$ cat src/sv/hcd_pkg.sv
// Shared types, codes and character helpers for the chunked body decoder.
// No dependencies.
package hcd_pkg;

    typedef enum logic [1:0] {
        PH_SIZE,
        PH_DATA,
        PH_TRAIL,
        PH_STOP
    } phase_t;

    typedef logic [1:0] kind_t;

    localparam kind_t KIND_DATA  = 2'd0;
    localparam kind_t KIND_END   = 2'd1;
    localparam kind_t KIND_NODIG = 2'd2;
    localparam kind_t KIND_BIG   = 2'd3;

    localparam logic [7:0] CHAR_CR    = 8'h0D;
    localparam logic [7:0] CHAR_LF    = 8'h0A;
    localparam logic [7:0] CHAR_SPACE = 8'h20;
    localparam logic [7:0] CHAR_TAB   = 8'h09;

    localparam logic [1:0] SKIP_TRAIL = 2'd2;

    typedef struct packed {
        logic digit_seen;
        logic digits_closed;
        logic prev_was_cr;
        logic too_big;
    } line_flags_t;

    typedef struct packed {
        logic [7:0] out_byte;
        kind_t      result_kind;
        logic       chunk_last;
    } result_t;

    // Space and the range tab through CR.
    function automatic logic is_blank(input logic [7:0] c);
        return (c == CHAR_SPACE) || (c >= CHAR_TAB && c <= CHAR_CR);
    endfunction

    // {valid, value} of one hex digit.
    function automatic logic [4:0] hex_value(input logic [7:0] c);
        logic [4:0] r;
        r = '0;
        if (c >= 8'h30 && c <= 8'h39) begin
            r = {1'b1, c[3:0]};
        end else if ((c >= 8'h61 && c <= 8'h66) || (c >= 8'h41 && c <= 8'h46)) begin
            r = {1'b1, c[3:0] + 4'd9};
        end
        return r;
    endfunction

endpackage

$ cat src/sv/hcd_core.sv
// Parse state registers and the per-byte step logic of the chunked body decoder.
// Depends on hcd_pkg.
module hcd_core #(
    parameter int SIZE_BITS = 32
) (
    input  logic            aclk,
    input  logic            aresetn,
    input  logic            advance,
    input  logic [7:0]      in_byte,
    input  logic            first_of_body,
    output logic            res_valid,
    output hcd_pkg::result_t res
);
    import hcd_pkg::*;

    phase_t                phase_reg, phase_next, phase_e;
    logic [SIZE_BITS-1:0]  acc_reg, acc_next, acc_e;
    logic [SIZE_BITS-1:0]  left_reg, left_next, left_e, left_dec;
    line_flags_t           flags_reg, flags_next, flags_e;
    logic [1:0]            skip_reg, skip_next, skip_e, skip_dec;
    logic [4:0]            hv;
    logic                  closed_a;
    logic                  lf_end;

    always_ff @(posedge aclk) begin
        if (!aresetn) begin
            phase_reg <= PH_SIZE;
            acc_reg   <= '0;
            left_reg  <= '0;
            flags_reg <= '0;
            skip_reg  <= '0;
        end else if (advance) begin
            phase_reg <= phase_next;
            acc_reg   <= acc_next;
            left_reg  <= left_next;
            flags_reg <= flags_next;
            skip_reg  <= skip_next;
        end
    end

    always_comb begin
        // start of body wipes everything before this byte is looked at
        phase_e = first_of_body ? PH_SIZE : phase_reg;
        acc_e   = first_of_body ? '0 : acc_reg;
        left_e  = first_of_body ? '0 : left_reg;
        flags_e = first_of_body ? '0 : flags_reg;
        skip_e  = first_of_body ? '0 : skip_reg;

        phase_next = phase_e;
        acc_next   = acc_e;
        left_next  = left_e;
        flags_next = flags_e;
        skip_next  = skip_e;
        res_valid  = 1'b0;
        res        = '0;

        hv       = hex_value(in_byte);
        closed_a = flags_e.digits_closed;
        lf_end   = 1'b0;
        left_dec = (left_e != '0) ? left_e - 1'b1 : left_e;
        skip_dec = (skip_e != 2'd0) ? skip_e - 2'd1 : skip_e;

        unique case (phase_e)
            PH_SIZE: begin
                if (flags_e.prev_was_cr) begin
                    flags_next.prev_was_cr = 1'b0;
                    if (in_byte == CHAR_LF) begin
                        lf_end     = 1'b1;
                        flags_next = '0;
                        acc_next   = '0;
                        if (!flags_e.too_big && flags_e.digit_seen && acc_e != '0) begin
                            left_next  = acc_e;
                            phase_next = PH_DATA;
                        end else begin
                            res_valid  = 1'b1;
                            phase_next = PH_STOP;
                            if (flags_e.too_big) begin
                                res.result_kind = KIND_BIG;
                            end else if (!flags_e.digit_seen) begin
                                res.result_kind = KIND_NODIG;
                            end else begin
                                res.result_kind = KIND_END;
                            end
                        end
                    end else begin
                        // lone CR acts as a blank: closes digits once one was seen
                        closed_a = flags_e.digits_closed | flags_e.digit_seen;
                    end
                end
                if (!lf_end) begin
                    flags_next.digits_closed = closed_a;
                    if (in_byte == CHAR_CR) begin
                        flags_next.prev_was_cr = 1'b1;
                    end else if (!closed_a) begin
                        if (!hv[4]) begin
                            if (flags_e.digit_seen || !is_blank(in_byte)) begin
                                flags_next.digits_closed = 1'b1;
                            end
                        end else begin
                            flags_next.digit_seen = 1'b1;
                            if (acc_e[SIZE_BITS-1 -: 4] != 4'd0) begin
                                flags_next.too_big = 1'b1;
                            end else begin
                                acc_next = {acc_e[SIZE_BITS-5:0], hv[3:0]};
                            end
                        end
                    end
                end
            end
            PH_DATA: begin
                left_next       = left_dec;
                res_valid       = 1'b1;
                res.out_byte    = in_byte;
                res.result_kind = KIND_DATA;
                res.chunk_last  = (left_dec == '0);
                if (left_dec == '0) begin
                    phase_next = PH_TRAIL;
                    skip_next  = SKIP_TRAIL;
                end
            end
            PH_TRAIL: begin
                skip_next = skip_dec;
                if (skip_dec == 2'd0) begin
                    phase_next = PH_SIZE;
                    flags_next = '0;
                    acc_next   = '0;
                end
            end
            PH_STOP: begin
                // drop bytes until the next start of body
            end
        endcase
    end

endmodule

$ cat src/sv/hcd_out_reg.sv
// Result register of the chunked body decoder, held until the sink takes the beat.
// Depends on hcd_pkg.
module hcd_out_reg (
    input  logic             aclk,
    input  logic             aresetn,
    input  logic             load,
    input  hcd_pkg::result_t load_data,
    input  logic             m_ready,
    output logic             m_valid,
    output logic [7:0]       m_out_byte,
    output logic [1:0]       m_result_kind,
    output logic             m_chunk_last
);
    import hcd_pkg::*;

    logic    valid_reg;
    result_t data_reg;

    always_ff @(posedge aclk) begin
        if (!aresetn) begin
            valid_reg <= 1'b0;
        end else if (load) begin
            valid_reg <= 1'b1;
        end else if (m_ready) begin
            valid_reg <= 1'b0;
        end
    end

    always_ff @(posedge aclk) begin
        if (load) begin
            data_reg <= load_data;
        end
    end

    assign m_valid       = valid_reg;
    assign m_out_byte    = data_reg.out_byte;
    assign m_result_kind = data_reg.result_kind;
    assign m_chunk_last  = data_reg.chunk_last;

endmodule

$ cat src/sv/http_chunked_dechunker.sv
// Top level of the chunked body decoder: input register, parse core, result register.
// Depends on hcd_pkg, hcd_core and hcd_out_reg.
//
//  channel | direction | ports
//  --------+-----------+----------------------------------------------------
//  s_      | in        | s_valid s_ready s_in_byte s_first_of_body
//  m_      | out       | m_valid m_ready m_out_byte m_result_kind m_chunk_last
//
// One byte per cycle unless the sink stalls; a byte's result is registered in the output register.
// The rate is set by the parse state update in hcd_core, done once per byte.
// aresetn is synchronous and clears both stage valids and the parse state.
// A stalled result holds in the output register; one more byte waits in the
// input register, and s_ready drops only when both are full.
module http_chunked_dechunker #(
    parameter int SIZE_BITS = 32
) (
    input  logic       aclk,
    input  logic       aresetn,
    input  logic       s_valid,
    output logic       s_ready,
    input  logic [7:0] s_in_byte,
    input  logic       s_first_of_body,
    output logic       m_valid,
    input  logic       m_ready,
    output logic [7:0] m_out_byte,
    output logic [1:0] m_result_kind,
    output logic       m_chunk_last
);
    import hcd_pkg::*;

    logic       in_valid_reg;
    logic [7:0] in_byte_reg;
    logic       in_first_reg;
    logic       advance;
    logic       res_valid;
    result_t    res;

    // the byte moves into the core when the result register is free or draining
    assign advance = in_valid_reg && (!m_valid || m_ready);
    assign s_ready = !in_valid_reg || advance;

    always_ff @(posedge aclk) begin
        if (!aresetn) begin
            in_valid_reg <= 1'b0;
        end else if (s_ready) begin
            in_valid_reg <= s_valid;
        end
    end

    always_ff @(posedge aclk) begin
        if (s_valid && s_ready) begin
            in_byte_reg  <= s_in_byte;
            in_first_reg <= s_first_of_body;
        end
    end

    hcd_core #(
        .SIZE_BITS(SIZE_BITS)
    ) u_core (
        .aclk         (aclk),
        .aresetn      (aresetn),
        .advance      (advance),
        .in_byte      (in_byte_reg),
        .first_of_body(in_first_reg),
        .res_valid    (res_valid),
        .res          (res)
    );

    hcd_out_reg u_out (
        .aclk         (aclk),
        .aresetn      (aresetn),
        .load         (advance && res_valid),
        .load_data    (res),
        .m_ready      (m_ready),
        .m_valid      (m_valid),
        .m_out_byte   (m_out_byte),
        .m_result_kind(m_result_kind),
        .m_chunk_last (m_chunk_last)
    );

endmodule

$ cat config.mk
export PLATFORM = sky130hd
export DESIGN_NAME = http_chunked_dechunker
export DESIGN_NICKNAME = d
export VERILOG_FILES = /design/src/sv/hcd_pkg.sv /design/src/sv/hcd_core.sv /design/src/sv/hcd_out_reg.sv /design/src/sv/http_chunked_dechunker.sv
export SDC_FILE = /design/constraint.sdc
export NUM_CORES = 1
export LEC_CHECK = 0
export BUFFER_PORTS_ARGS = -buffer_cell sky130_fd_sc_hd__buf_2
export CAP_MARGIN = 20
export CORE_MARGIN = 2
export CORE_UTILIZATION = 45
export DETAILED_ROUTE_END_ITERATION = 16
export PLACE_DENSITY = 0.64
export SETUP_SLACK_MARGIN = 0.05
export SLEW_MARGIN = 5
export SYNTH_ARGS = -nofsm -noshare
export SYNTH_HDL_FRONTEND = slang
export SYNTH_HIERARCHICAL = 1
export SYNTH_SLANG_ARGS = --single-unit
$ cat constraint.sdc
create_clock -name aclk -period 4.4 [get_ports aclk]
set_clock_uncertainty 0.1 [all_clocks]
set_input_delay 0.44 -clock aclk [delete_from_list [all_inputs] [get_ports aclk]]
set_output_delay 0.44 -clock aclk [all_outputs]
set_load 0.01 [all_outputs]
==> results.md <==
* Status: finished, final reports clean
* Crit-path cells: nor2b_1, inv_1, ha_1, o211ai_1, a2111oi_0, mux2_2, nor4_1, nand4_1, nor4_4, and3_1
* First-pass GRT wire length at 32.5 mm
* Number of CTS-inserted buffers at 9
* RSZ-0062 raised after global routing: false
* Initial drt markers at approximately 670
* Synthesis-stage register bit count at 94
* Final setup viols at 0
* Syn nets at roughly 770
* Core area at 13300 µm²
* Lkg Pwr at between 2 and 3 nW
* Pin count of the biggest net entering global routing at slightly below 60
* Commonest register cell after synthesis: dfxtp_1
* Post-DR wirelength/cell at around 22 µm
* Ys async rst share at 0%
* Total chip power at roughly 2.2 mW
* Worst slew margin at ~46%
* Setup tns final at 0 ns
* CP Data Required Time at approximately 4.5 ns
* HP Class: in2reg
* Final Hold Vio Count at 0
* Post-Route WL at 20.5 mm
* Row count at between 40 and 50
* Syn Inst Count at 747
* Fmax at ~0.26 GHz
* Slew @ Worst Pin at 0.811 ns
* Dpl ws at approximately 0.64 ns
* Layout area overhead at 9.75%
* Number of max-cap violations at 0
* Final Hold Slack at 0.161 ns
* Cell with the most instances after synthesis: dfxtp_1
* Critical path class: reg2reg
* Worst EP arrival at roughly 4.0 ns
* Sequential area share after synthesis at about a third
* Maximum VDD drop at 0.212 mV
* Later-pin clock latency in the skew report at roughly 0.35 ns
* Final Net Count at slightly below 800
* CTS HTree Levels at 3
* Root buffer cell: clkbuf_16
* Yosys Warn Count at 6
* Congestion Overflow GR at 0
* Fin worst setup slack at roughly 0.56 ns
* CP max-delay cell: a2111oi_0
* Initial Utilization at between 40% and 50%
* CP peak stage delay at ~0.64 ns
* DP HPWL at ~15 mm
* Period utilization at 87.2%
* Max Buffers Root-to-Sink at 2
* IO buf count at 25
* Post-synth top area cell: dfxtp_1
* CP Max Fanout at 10
* Pwr Density at 330 nW/µm²
* Total GRT Usage at 29.0%
* Syn avg cell area at 8.22 µm²
* IO Pins at 26
* Drt first pass iters at 5
* Fraction of layout instances using a drive strength above 1 at 12.5%
* Remaining antenna violation count at 0
* Post-Syn Area at approximately 6000 µm²
* Share of the synthesized area in the top cell type at about a quarter
* Reg clk slew, reported paths at around 0.07 ns
* Hold_buf cts at 0
* Critical path's top delay family: simple AND/OR/NAND/NOR gates
* Antenna Cells at 0
* DIE WIDTH at approximately 120 µm
* Sink Count at 94
* Fillers at between 1000 and 1500
* Detailed-route via count at around 6000
* R2R Setup Slk at between 0.5 and 0.6 ns
* Number of synthesized flops with an enable pin at 20
* Top cells by area, synth: dfxtp_1, edfxtp_1, nor2b_1
* GPL Wtd Cong at between 1 and 1.5
* Cts repair resizes at 0
* Synth cell count leaders: dfxtp_1, nor2_1, nor2b_1
* CTS tree: built
* Crit start category: register
* Fin crit period at 3.84 ns
* Worst path bufs/invs at 1
* CP Capture Type: register
* Number of global-route vias before repair at around 5600
* Slew Viols, Final at 0
* Post-CTS setup buffer count at 0
* Initial antenna violation count at 0
* Distinct cells, synth at just under 80
* DIE HEIGHT at 121 µm
* Die Area at 14600 µm²
* DRC at 0
* Vias per cell at around 6.5
placed cells by master, fill, tap and decap left out, types with 9 or more instances in the layout:
cell / count
dfxtp_1: 74
buf_2: 26
a22oi_1: 43
inv_1: 28
nand2_1: 49
nor2b_1: 56
o211ai_1: 9
nor4_1: 21
a21oi_1: 26
and2_1: 15
ha_1: 9
o21ai_0: 48
o211a_1: 15
edfxtp_1: 20
nor3_1: 22
nand3_1: 17
nor2_1: 61
o221ai_1: 9
buf_4: 21
mux2i_1: 16
clkbuf_16: 9
final cells by class:
type                       count  area, µm²  share of cell area (%)
clock buffer                  10        229                    3.40
clock inverter                 6       68.8                    1.02
inverter                      28        105                    1.56
multi-input combinational    569       3740                    55.6
sequential                    94       2080                    30.9
tap                          176        220                    3.27
timing repair buffer          47        288                    4.27
metal layers:
layer / up-vias / GRT usage, % / share of wire, %
met3: 35 / 5.52 / 8.2
met5: - / 0 / 0
li1: 2799 / - / -
met2: 266 / 43.1 / 44
met1: 2899 / 41.9 / 45
met4: 0 / 10.0 / 2.5
logic make-up (layout without fill, tap and decap cells):
logic type	Yosys count	in the layout	share of synthesized area [%]
simple gates	299	299	27.2
buf+inv	84	91	5.36
compound gates	230	230	26.8
mux	21	21	3.53
xor+xnor	10	10	1.43
fa+ha+maj	9	9	1.83
flops	94	94	33.9
through the flow:
stage	util, %	cells	cell area [µm²]
2_1_floorplan	-	747	6140
3_3_place_gp	48.4	913	6430
3_5_place_dp	48.4	913	6430
4_1_cts	50.6	929	6730
5_1_grt	50.7	930	6740
6_report	50.7	930	6740
where the power goes:
part | total [mW] | switching, mW | internal, mW
Sequential | 0.937 | 0.0360 | 0.901
Combinational | 0.479 | 0.314 | 0.166
Clock | 0.805 | 0.359 | 0.446
worst paths after layout:
kind / endpoint / cells past startpoint / from
hold / removal: in_byte_reg[3]$_DFFE_PP_ / 1 / s_in_byte[3]
setup reg to reg: u_out/m_chunk_last$_DFFE_PP_ / 10 / in_first_reg$_DFFE_PP_
setup / recovery: u_out/m_chunk_last$_DFFE_PP_ / 10 / in_first_reg$_DFFE_PP_
hold reg to reg: u_core/flags_reg[2]$_SDFFE_PN0P_ / 2 / u_core/flags_reg[2]$_SDFFE_PN0P_
Note: power is estimated with default switching activity, not from simulation.
